==> config.mk <==
export PLATFORM = sky130hd
export DESIGN_NAME = multi_key_edge_debouncer
export DESIGN_NICKNAME = d
export VERILOG_FILES = /design/src/sv/mkd_pkg.sv /design/src/sv/mkd_fifo.sv /design/src/sv/mkd_front.sv /design/src/sv/mkd_back.sv /design/src/sv/multi_key_edge_debouncer.sv
export SDC_FILE = /design/constraint.sdc
export NUM_CORES = 1
export LEC_CHECK = 0
export ABC_AREA = 1
export BUFFER_PORTS_ARGS = -buffer_cell sky130_fd_sc_hd__buf_2
export CAP_MARGIN = 10
export CORE_MARGIN = 5
export CORE_UTILIZATION = 40
export DETAILED_ROUTE_END_ITERATION = 10
export SYNTH_ARGS = -nofsm -noshare
export SYNTH_HDL_FRONTEND = slang
export SYNTH_HIERARCHICAL = 1
export SYNTH_SLANG_ARGS = --single-unit
==> constraint.sdc <==
create_clock -name i_clk -period 9.29 [get_ports i_clk]
set_input_delay 0 -clock i_clk [delete_from_list [all_inputs] [get_ports i_clk]]
set_output_delay 0 -clock i_clk [all_outputs]
set_load 0.1 [all_outputs]
==> src/sv/mkd_pkg.sv <==
// shared types and constants for the multi-key edge debouncer
// no dependencies; imported by the front, back and top level
`timescale 1ns / 1ps
`default_nettype none

package mkd_pkg;

    typedef struct packed {
        logic        op;
        logic        key_index;
        logic        edge_rising;
        logic [31:0] edge_time;
    } t_in_item;

    typedef struct packed {
        logic        confirmed_key;
        logic        confirmed_rising;
        logic [31:0] confirmed_time;
        logic        last_of_run;
    } t_out_item;

    typedef enum logic [1:0] {
        KEY_UP      = 2'd0,
        KEY_FALLING = 2'd1,
        KEY_DOWN    = 2'd2,
        KEY_RISING  = 2'd3
    } t_key_state;

    localparam logic OP_EDGE  = 1'b0;
    localparam logic OP_QUIET = 1'b1;

    localparam int CMD_DEPTH = 2;
    localparam int RES_DEPTH = 2;

endpackage

`default_nettype wire

==> src/sv/mkd_fifo.sv <==
// small first-word-fall-through queue, generic width and depth
// no package dependencies; used for the command and result queues
`timescale 1ns / 1ps
`default_nettype none

module mkd_fifo #(
    parameter int WIDTH = 8,
    parameter int DEPTH = 2
) (
    input  wire logic             i_clk,
    input  wire logic             i_rst_n,
    input  wire logic             i_push,
    input  wire logic [WIDTH-1:0] i_wdata,
    output logic                  o_full,
    input  wire logic             i_pop,
    output logic      [WIDTH-1:0] o_rdata,
    output logic                  o_empty
);

    localparam int AW = (DEPTH > 1) ? $clog2(DEPTH) : 1;
    localparam int CW = $clog2(DEPTH + 1);

    logic [WIDTH-1:0] r_mem [DEPTH];
    logic [AW-1:0]    r_wptr, n_wptr;
    logic [AW-1:0]    r_rptr, n_rptr;
    logic [CW-1:0]    r_count, n_count;
    logic             push, pop;

    assign o_full  = (r_count == CW'(DEPTH));
    assign o_empty = (r_count == '0);
    assign push    = i_push && !o_full;
    assign pop     = i_pop && !o_empty;
    assign o_rdata = r_mem[r_rptr];

    always_comb begin
        n_wptr  = r_wptr;
        n_rptr  = r_rptr;
        n_count = r_count;
        if (push) begin
            n_wptr = (r_wptr == AW'(DEPTH - 1)) ? '0 : r_wptr + 1'b1;
        end
        if (pop) begin
            n_rptr = (r_rptr == AW'(DEPTH - 1)) ? '0 : r_rptr + 1'b1;
        end
        if (push && !pop) begin
            n_count = r_count + 1'b1;
        end else if (pop && !push) begin
            n_count = r_count - 1'b1;
        end
    end

    always_ff @(posedge i_clk) begin
        if (!i_rst_n) begin
            r_wptr  <= '0;
            r_rptr  <= '0;
            r_count <= '0;
        end else begin
            r_wptr  <= n_wptr;
            r_rptr  <= n_rptr;
            r_count <= n_count;
        end
    end

    always_ff @(posedge i_clk) begin
        if (push) begin
            r_mem[r_wptr] <= i_wdata;
        end
    end

endmodule

`default_nettype wire

==> src/sv/mkd_front.sv <==
// front end: accepts items, drops edges for absent keys, trims stamps, queues commands
// depends on mkd_pkg and mkd_fifo
`timescale 1ns / 1ps
`default_nettype none

module mkd_front #(
    parameter int NUM_KEYS   = 2,
    parameter int STAMP_BITS = 32,
    parameter int KW         = 1
) (
    input  wire logic                  i_clk,
    input  wire logic                  i_rst_n,
    input  wire logic                  i_push,
    input  wire mkd_pkg::t_in_item     i_in,
    output logic                       o_full,
    output logic                       o_cmd_valid,
    output logic                       o_cmd_quiet,
    output logic      [KW-1:0]         o_cmd_key,
    output logic                       o_cmd_rising,
    output logic      [STAMP_BITS-1:0] o_cmd_stamp,
    input  wire logic                  i_cmd_pop
);

    import mkd_pkg::*;

    localparam int CMDW = 2 + KW + STAMP_BITS;

    logic [63:0]           time_wide;
    logic [STAMP_BITS-1:0] stamp;
    logic                  in_range;
    logic                  keep;
    logic [CMDW-1:0]       wdata, rdata;
    logic                  cmd_empty;

    assign time_wide = 64'(i_in.edge_time);
    assign stamp     = time_wide[STAMP_BITS-1:0];
    assign in_range  = (32'(i_in.key_index) < 32'(NUM_KEYS));
    // edges for keys that do not exist never reach the back end
    assign keep      = (i_in.op == OP_QUIET) || in_range;
    assign wdata     = {(i_in.op == OP_QUIET), KW'(i_in.key_index), i_in.edge_rising, stamp};

    mkd_fifo #(
        .WIDTH(CMDW),
        .DEPTH(CMD_DEPTH)
    ) u_cmd_q (
        .i_clk  (i_clk),
        .i_rst_n(i_rst_n),
        .i_push (i_push && keep),
        .i_wdata(wdata),
        .o_full (o_full),
        .i_pop  (i_cmd_pop),
        .o_rdata(rdata),
        .o_empty(cmd_empty)
    );

    assign o_cmd_valid  = !cmd_empty;
    assign o_cmd_quiet  = rdata[CMDW-1];
    assign o_cmd_key    = rdata[CMDW-2 -: KW];
    assign o_cmd_rising = rdata[STAMP_BITS];
    assign o_cmd_stamp  = rdata[STAMP_BITS-1:0];

endmodule

`default_nettype wire

==> src/sv/mkd_back.sv <==
// back end: per-key debounce state, edge updates and confirmation scan
// depends on mkd_pkg
`timescale 1ns / 1ps
`default_nettype none

module mkd_back #(
    parameter int NUM_KEYS   = 2,
    parameter int STAMP_BITS = 32,
    parameter int KW         = 1
) (
    input  wire logic                  i_clk,
    input  wire logic                  i_rst_n,
    input  wire logic                  i_cmd_valid,
    input  wire logic                  i_cmd_quiet,
    input  wire logic [KW-1:0]         i_cmd_key,
    input  wire logic                  i_cmd_rising,
    input  wire logic [STAMP_BITS-1:0] i_cmd_stamp,
    output logic                       o_cmd_pop,
    output logic                       o_res_valid,
    output mkd_pkg::t_out_item         o_res_item,
    input  wire logic                  i_res_full
);

    import mkd_pkg::*;

    t_key_state            r_state [NUM_KEYS];
    t_key_state            n_state [NUM_KEYS];
    logic [STAMP_BITS-1:0] r_stamp [NUM_KEYS];
    logic [STAMP_BITS-1:0] n_stamp [NUM_KEYS];
    logic [NUM_KEYS-1:0]   pending;
    logic [NUM_KEYS-1:0]   rest;
    logic [KW-1:0]         sel;
    logic [63:0]           sel_wide;
    logic                  only_one;

    // falling and rising both carry a set low bit
    always_comb begin
        for (int k = 0; k < NUM_KEYS; k++) begin
            pending[k] = r_state[k][0];
        end
    end

    always_comb begin
        sel = '0;
        for (int k = NUM_KEYS - 1; k >= 0; k--) begin
            if (pending[k]) begin
                sel = KW'(k);
            end
        end
    end

    assign rest     = pending & (pending - 1'b1);
    assign only_one = (rest == '0);
    assign sel_wide = 64'(r_stamp[sel]);

    always_comb begin
        o_res_item.confirmed_key    = sel[0];
        o_res_item.confirmed_rising = r_state[sel][1];
        o_res_item.confirmed_time   = sel_wide[31:0];
        o_res_item.last_of_run      = only_one;
    end

    always_comb begin
        n_state     = r_state;
        n_stamp     = r_stamp;
        o_cmd_pop   = 1'b0;
        o_res_valid = 1'b0;
        if (i_cmd_valid && !i_cmd_quiet) begin
            o_cmd_pop = 1'b1;
            case (r_state[i_cmd_key])
                KEY_UP: begin
                    if (!i_cmd_rising) begin
                        n_state[i_cmd_key] = KEY_FALLING;
                        n_stamp[i_cmd_key] = i_cmd_stamp;
                    end
                end
                KEY_FALLING: begin
                    n_state[i_cmd_key] = KEY_UP;
                    n_stamp[i_cmd_key] = i_cmd_stamp;
                end
                KEY_DOWN: begin
                    if (i_cmd_rising) begin
                        n_state[i_cmd_key] = KEY_RISING;
                        n_stamp[i_cmd_key] = i_cmd_stamp;
                    end
                end
                KEY_RISING: begin
                    n_state[i_cmd_key] = KEY_DOWN;
                    n_stamp[i_cmd_key] = i_cmd_stamp;
                end
                default: begin
                    n_state[i_cmd_key] = KEY_UP;
                end
            endcase
        end else if (i_cmd_valid) begin
            // quiet transaction stays at the queue head until every pending key is confirmed
            if (pending == '0) begin
                o_cmd_pop = 1'b1;
            end else if (!i_res_full) begin
                o_res_valid  = 1'b1;
                o_cmd_pop    = only_one;
                n_state[sel] = r_state[sel][1] ? KEY_UP : KEY_DOWN;
            end
        end
    end

    always_ff @(posedge i_clk) begin
        if (!i_rst_n) begin
            for (int k = 0; k < NUM_KEYS; k++) begin
                r_state[k] <= KEY_UP;
                r_stamp[k] <= '0;
            end
        end else begin
            r_state <= n_state;
            r_stamp <= n_stamp;
        end
    end

endmodule

`default_nettype wire

==> src/sv/multi_key_edge_debouncer.sv <==
// top level of the multi-key edge debouncer: front end, back end and result queue
// depends on mkd_pkg, mkd_fifo, mkd_front and mkd_back
//
//   channel | direction | handshake          | payload
//   input   | in        | i_push / o_full    | i_in  (t_in_item)
//   result  | out       | o_empty / i_pop    | o_out (t_out_item)
//
// the key engine retires an edge transaction without waiting on the result queue; a quiet
// transaction confirms pending keys one at a time through the single-key confirmation scan,
// and with no key pending it retires without a result
// reset is synchronous and returns every key to up with a zero stamp; no clearing pass
// a full result queue stalls the key engine only on a quiet command with pending keys; input keeps flowing into the
// two-entry command queue until it fills
`timescale 1ns / 1ps
`default_nettype none

module multi_key_edge_debouncer #(
    parameter int NUM_KEYS   = 2,
    parameter int STAMP_BITS = 32
) (
    input  wire logic               i_clk,
    input  wire logic               i_rst_n,
    input  wire logic               i_push,
    input  wire mkd_pkg::t_in_item  i_in,
    output logic                    o_full,
    input  wire logic               i_pop,
    output mkd_pkg::t_out_item      o_out,
    output logic                    o_empty
);

    import mkd_pkg::*;

    localparam int KW   = (NUM_KEYS > 1) ? $clog2(NUM_KEYS) : 1;
    localparam int RESW = $bits(t_out_item);

    logic                  cmd_valid;
    logic                  cmd_quiet;
    logic [KW-1:0]         cmd_key;
    logic                  cmd_rising;
    logic [STAMP_BITS-1:0] cmd_stamp;
    logic                  cmd_pop;
    logic                  res_push;
    logic                  res_full;
    t_out_item             res_item;
    logic [RESW-1:0]       res_rdata;

    mkd_front #(
        .NUM_KEYS  (NUM_KEYS),
        .STAMP_BITS(STAMP_BITS),
        .KW        (KW)
    ) u_front (
        .i_clk       (i_clk),
        .i_rst_n     (i_rst_n),
        .i_push      (i_push),
        .i_in        (i_in),
        .o_full      (o_full),
        .o_cmd_valid (cmd_valid),
        .o_cmd_quiet (cmd_quiet),
        .o_cmd_key   (cmd_key),
        .o_cmd_rising(cmd_rising),
        .o_cmd_stamp (cmd_stamp),
        .i_cmd_pop   (cmd_pop)
    );

    mkd_back #(
        .NUM_KEYS  (NUM_KEYS),
        .STAMP_BITS(STAMP_BITS),
        .KW        (KW)
    ) u_back (
        .i_clk       (i_clk),
        .i_rst_n     (i_rst_n),
        .i_cmd_valid (cmd_valid),
        .i_cmd_quiet (cmd_quiet),
        .i_cmd_key   (cmd_key),
        .i_cmd_rising(cmd_rising),
        .i_cmd_stamp (cmd_stamp),
        .o_cmd_pop   (cmd_pop),
        .o_res_valid (res_push),
        .o_res_item  (res_item),
        .i_res_full  (res_full)
    );

    mkd_fifo #(
        .WIDTH(RESW),
        .DEPTH(RES_DEPTH)
    ) u_res_q (
        .i_clk  (i_clk),
        .i_rst_n(i_rst_n),
        .i_push (res_push),
        .i_wdata(res_item),
        .o_full (res_full),
        .i_pop  (i_pop),
        .o_rdata(res_rdata),
        .o_empty(o_empty)
    );

    assign o_out = t_out_item'(res_rdata);

    // results come only from a quiet transaction at the queue head
    a_res_from_quiet: assert property (@(posedge i_clk) disable iff (!i_rst_n)
        res_push |-> (cmd_valid && cmd_quiet))
        else $error("result produced without a quiet command");

    // the engine never writes into a full result queue
    a_res_no_overflow: assert property (@(posedge i_clk) disable iff (!i_rst_n)
        res_push |-> !res_full)
        else $error("result queue overflow");

    // a quiet command that retires with a result does so on the same cycle as the marked final result
    a_quiet_retire_last: assert property (@(posedge i_clk) disable iff (!i_rst_n)
        (cmd_pop && cmd_quiet && res_push) |-> res_item.last_of_run)
        else $error("quiet command retired before its final result");

    // a marked final result retires its quiet command
    a_last_retires: assert property (@(posedge i_clk) disable iff (!i_rst_n)
        (res_push && res_item.last_of_run) |-> cmd_pop)
        else $error("final result did not retire the quiet command");

endmodule

`default_nettype wire
======== Word level (Yosys, flattened, before mapping) ========
Memories as Yosys holds them, arrays and structs flattened. A register that Yosys moved wholly into a read port is not among the register bits.
Cells that the tools add are included.
word-level totals
  register bits ........................... 76
  latch bits .............................. 0
  RAM bits ................................ 140
  memory bits (read-only) ................. 0
  input bits .............................. 39
  output and inout port bits .............. 37
  memories kept ........................... 2
memories
  name                   depth  bits a word  read ports  clocked after memory_dff  write ports  RTL line        RTL
  u_front.u_cmd_q.r_mem  2      35           1           1                         1            mkd_fifo.sv:23  logic [WIDTH-1:0] r_mem [DEPTH];
  u_res_q.r_mem          2      35           1           1                         1            mkd_fifo.sv:23
operators by class
  add/sub/neg operators ................... 9
  multipliers ............................. 0
  divide/modulo/power cells ............... 0
  $lt $le $gt $ge ......................... 4
  equal/unequal tests ..................... 12
  shift operators ......................... 0
  mux-type cells .......................... 54
  bitwise operators ....................... 12
  reductions and logical operators ........ 30
operators by type and width
  kind                                                                 number
  64-bit case mux with 3 select lines                                  1
  32-bit two-way mux                                                   4
  64-bit two-way mux                                                   2
  64-bit bitwise mux                                                   1
  32-bit demux with 1-bit select                                       1
  2-bit two-way mux                                                    13
  4-bit two-way mux                                                    6
  1-bit two-way mux                                                    22
  4-bit case mux with 4 select lines                                   1
  1-bit logical AND                                                    11
  2-bit zero test                                                      5
  1-bit zero test                                                      9
  2-bit equality test (second input constant)                          4
  2-bit AND                                                            3
  2-bit inequality test (second input constant)                        3
  3-bit inequality test (second input constant)                        2
  2-bit by 1-bit subtractor with 2-bit output (second input constant)  3
  5-bit AND reduction                                                  1
  1-bit adder (second input constant)                                  4
  2-bit by 1-bit adder with 2-bit output (second input constant)       2
  4-bit AND                                                            1
  4-bit bitwise mux                                                    1
  2-bit demux with 1-bit select                                        2
  2-bit greater-or-equal comparator (second input constant)            2
  other kinds (11)                                                     17

======== Depth between registers and ports, before layout ========
  depth after elaboration ................. 12
  depth in mapped cells ................... 16
  gate-level depth less buffers ........... 16

======== Modules after synthesis ========
The synthesis kept the hierarchy.
by module, submodules not included
  module     times used  cells each  area an instance (um2)
  mkd_fifo   2           147         2925.3
  mkd_back   1           449         2970.3
  mkd_front  1           1           3.8

======== Worst setup path before layout ========
Ideal clock, no wire load.
  path kind ............................... reg-to-reg
  from .................................... register with a tool-made name
  to ...................................... memory u_res_q/r_mem[1][0] in the netlist's numbering (enable)
  setup time .............................. 0.427 ns
  arrival time ............................ 2.478 ns
  required time ........................... 8.863 ns
  path slack .............................. 6.385 ns
  stages on the path, launching flop included .. 8
  path buffers ............................ 2
  cell sequence ........................... dfxtp_1 -> buf_6 -> buf_12 -> mux2_4 -> inv_1 -> nor2_1 -> o21ai_2 -> nor2_1
RTL lines
  what              RTL line
  end: declaration  mkd_fifo.sv:23

==> summary.txt <==
Global route
  • GRT Total Usage: 13.0%
  • Initial antenna violation count: 0
  • Vias in the first global route: 5041
  • First-pass GRT wire length: around 26 mm
  • Largest net degree at the start of global routing: 77
  • Grt total ovfl: 0

Setup path
  • Worst Setup Start Kind: register
  • R2R cell count: 10
  • Crit path arrival time: 3.09 ns
  • Setup CP Type: register to register
  • Worst endpoint required time: 9.72 ns
  • Max FO, Critical Path: 33
  • Crit end category: register

Clocking
  • Hold-fix buffers at CTS: 37
  • Post-CTS setup buffer count: 0
  • CTS Sinks: 218
  • Post-CTS Resized: 0
  • H-tree depth: 1
  • Clock Path Buffers: 3
  • CTS tree: yes
  • Root Buffer: clkbuf_16
  • Clock Latency Late Sink: 0.50 ns
  • Clk slew on worst S/H paths: 0.06 ns
  • Cts bufs inserted: 23

Finish
  • Share of cells above drive strength 1: a little under a quarter
  • Antenna Diode Count: 0
  • Most common cell after layout, fill and taps aside: nor2_1
  • Area Overhead vs Synth: 17.9%
  • Layout Nets: 895
  • Leading cell types in the layout, fill and taps excluded: nor2_1 (159), edfxtp_1 (140), nand2_1 (128)
  • Finished Layout Cells: 1151
  • Fillcell total: 2005

Floorplanning
  • Vert. Die Dim: approximately 160 µm
  • DIE AREA: 0.0251 mm²
  • Rows: 54
  • Core area: 0.0218 mm²
  • Chip Width: 159 µm
  • Num ports: 76
  • Starting Density: about two fifths

Yosys
  • Ys flop type: edfxtp_1
  • Async SR Flop Fraction: 0%
  • Synth top area share: between 40 and 50%
  • Post-synthesis cell type count: 24
  • Post-synth EDFFs: 140
  • Synth area leaders: edfxtp_1 (48%), dfxtp_1 (18%), mux2_4 (10%)
  • Cells after Synth: between 700 and 800
  • Register area share after synthesis: between 60% and 70%
  • Syn_area_per_cell: 11.9 µm²
  • Synthesized Nets: 785
  • Mapped cell area: 0.00882 mm²
  • Synth warn: 6
  • Synth area leader: edfxtp_1
  • Flops & latches, synth: 218

Timing
  • Final setup fails: 0
  • Worst slew pin tran: between 1 and 1.5 ns
  • Final hold viol count: 0
  • Fraction of the cycle the final worst path needs: about 29%
  • Max_slew headroom: 32.4%
  • RSZ-0062 raised after global routing: false
  • WHS: 0.120 ns
  • Clock skew: 0.00710 ns
  • Pins over their slew limit: 0
  • Period minus WS final: 2.66 ns
  • F_max: roughly 380 MHz
  • Setup TNS: 0 ns

Routing
  • DR iter-0 viols: between 300 and 400
  • DR vias: 5268
  • Routed Wire Length: 16.2 mm
  • Router iterations before antenna repair: 4
  • Post-DR vias/cell: 4.58
  • WL/cell: roughly 14 µm
  • DRC errors left: 0
  • Post-route ant nets: 0

Run status
  • Run status: completed

Min path
  • Hold Path Depth: 4
  • Hold Path Class: input port to register
  • Hold_sp: i_rst_n

Placement
  • DP HPWL: 10.3 mm
  • Placed cell count: 1072
  • GP Congestion: 0.754
  • Port Buffers: 75

Power
  • Pwr dens: about 300 mW/mm²
  • Worst vdd ir: 0.000116 V
  • Pleak: 4.08 nW

Job
  • Number of max-cap violations: 0
cell usage after synthesis, types with 2 or more instances:
cell type / number
a21oi_1: 4
buf_12: 6
buf_4: 2
buf_6: 8
clkbuf_1: 13
clkbuf_2: 6
dfxtp_1: 78
edfxtp_1: 140
ha_1: 2
inv_1: 27
inv_2: 4
mux2_2: 10
mux2_4: 60
nand2_1: 128
nand2_2: 4
nand3_1: 5
nand4_1: 3
nor2_1: 163
nor3_1: 3
o21ai_0: 69
o21ai_1: 4
o21ai_2: 3
layer usage:
layer | share of wire (%) | global-route usage [%] | vias to the layer above
met2 | 41 | 18.5 | 119
met4 | 1.9 | 3.94 | 0
met3 | 6.5 | 2.42 | 24
li1 | - | - | 2731
met1 | 50 | 20.2 | 2394
met5 | 0 | 0 | -
final timing paths:
kind / endpoint / slack [ns]
setup / recovery: u_back/r_stamp[40] / 6.63
hold reg to reg: u_back/r_stamp[28] / 0.48
setup reg to reg: u_back/r_stamp[40] / 6.63
hold / removal: u_back/pending[1] / 0.12
cell type report:
| type | count | area (µm²) | area share (%) |
|---|---|---|---|
| Clock buffer | 34 | 648 | 6.23 |
| Clock inverter | 8 | 66.3 | 0.637 |
| Inverter | 32 | 120 | 1.15 |
| Multi-Input combinational cell | 459 | 2650 | 25.4 |
| Sequential cell | 218 | 5770 | 55.4 |
| Tap cell | 280 | 350 | 3.37 |
| Timing Repair Buffer | 120 | 806 | 7.75 |
critical path, cell delays in order (launching register included):
cell and delay, ns:
dfxtp_2 0.47, mux2_4 0.32, inv_1 0.07, nand2_1 0.17
nor2_1 0.20, o21ai_2 0.08, nand2_2 0.08, nand2_2 0.34
inv_2 0.62, nor2_1 0.09, nor2_1 0.13
through the flow:
stage	area, µm²	power [mW]	utilization [%]	setup WS (ns)
detailed placement	9320	2.28	42.8	6.61
global route	10400	3.29	47.8	6.36
floorplan	8820	2.16	-	6.39
finish	10400	3.12	47.8	6.63
global placement	9320	2.27	42.8	6.68
CTS	10400	3.16	47.8	6.60
cell families (layout without fill, tap and decap cells):
family | count (synthesis) | count (layout) | synth area share [%]
buf+inv | 67 | 194 | 4.81
fa+ha+maj | 2 | 2 | 0.284
flops | 218 | 218 | 65.3
compound gates | 81 | 81 | 4.76
mux | 70 | 70 | 11.5
simple gates | 306 | 306 | 13.3
state kept, by name (all words and copies together), names as in the netlist, named ones only:
name                     count
u_back/pending               2
u_back/r_stamp              64
u_back/r_state               2
u_front/u_cmd_q/r_count      2
u_front/u_cmd_q/r_mem       70
u_front/u_cmd_q/r_rptr       1
u_front/u_cmd_q/r_wptr       1
u_res_q/r_count              2
u_res_q/r_mem               70
u_res_q/r_rptr               1
u_res_q/r_wptr               1
report_power, final:
group          switching (mW)  internal (mW)
clock network           0.348          0.510
registers              0.0661           1.19
logic                   0.705          0.302
total                    1.12           2.00
(Power assumes the default switching activity.)
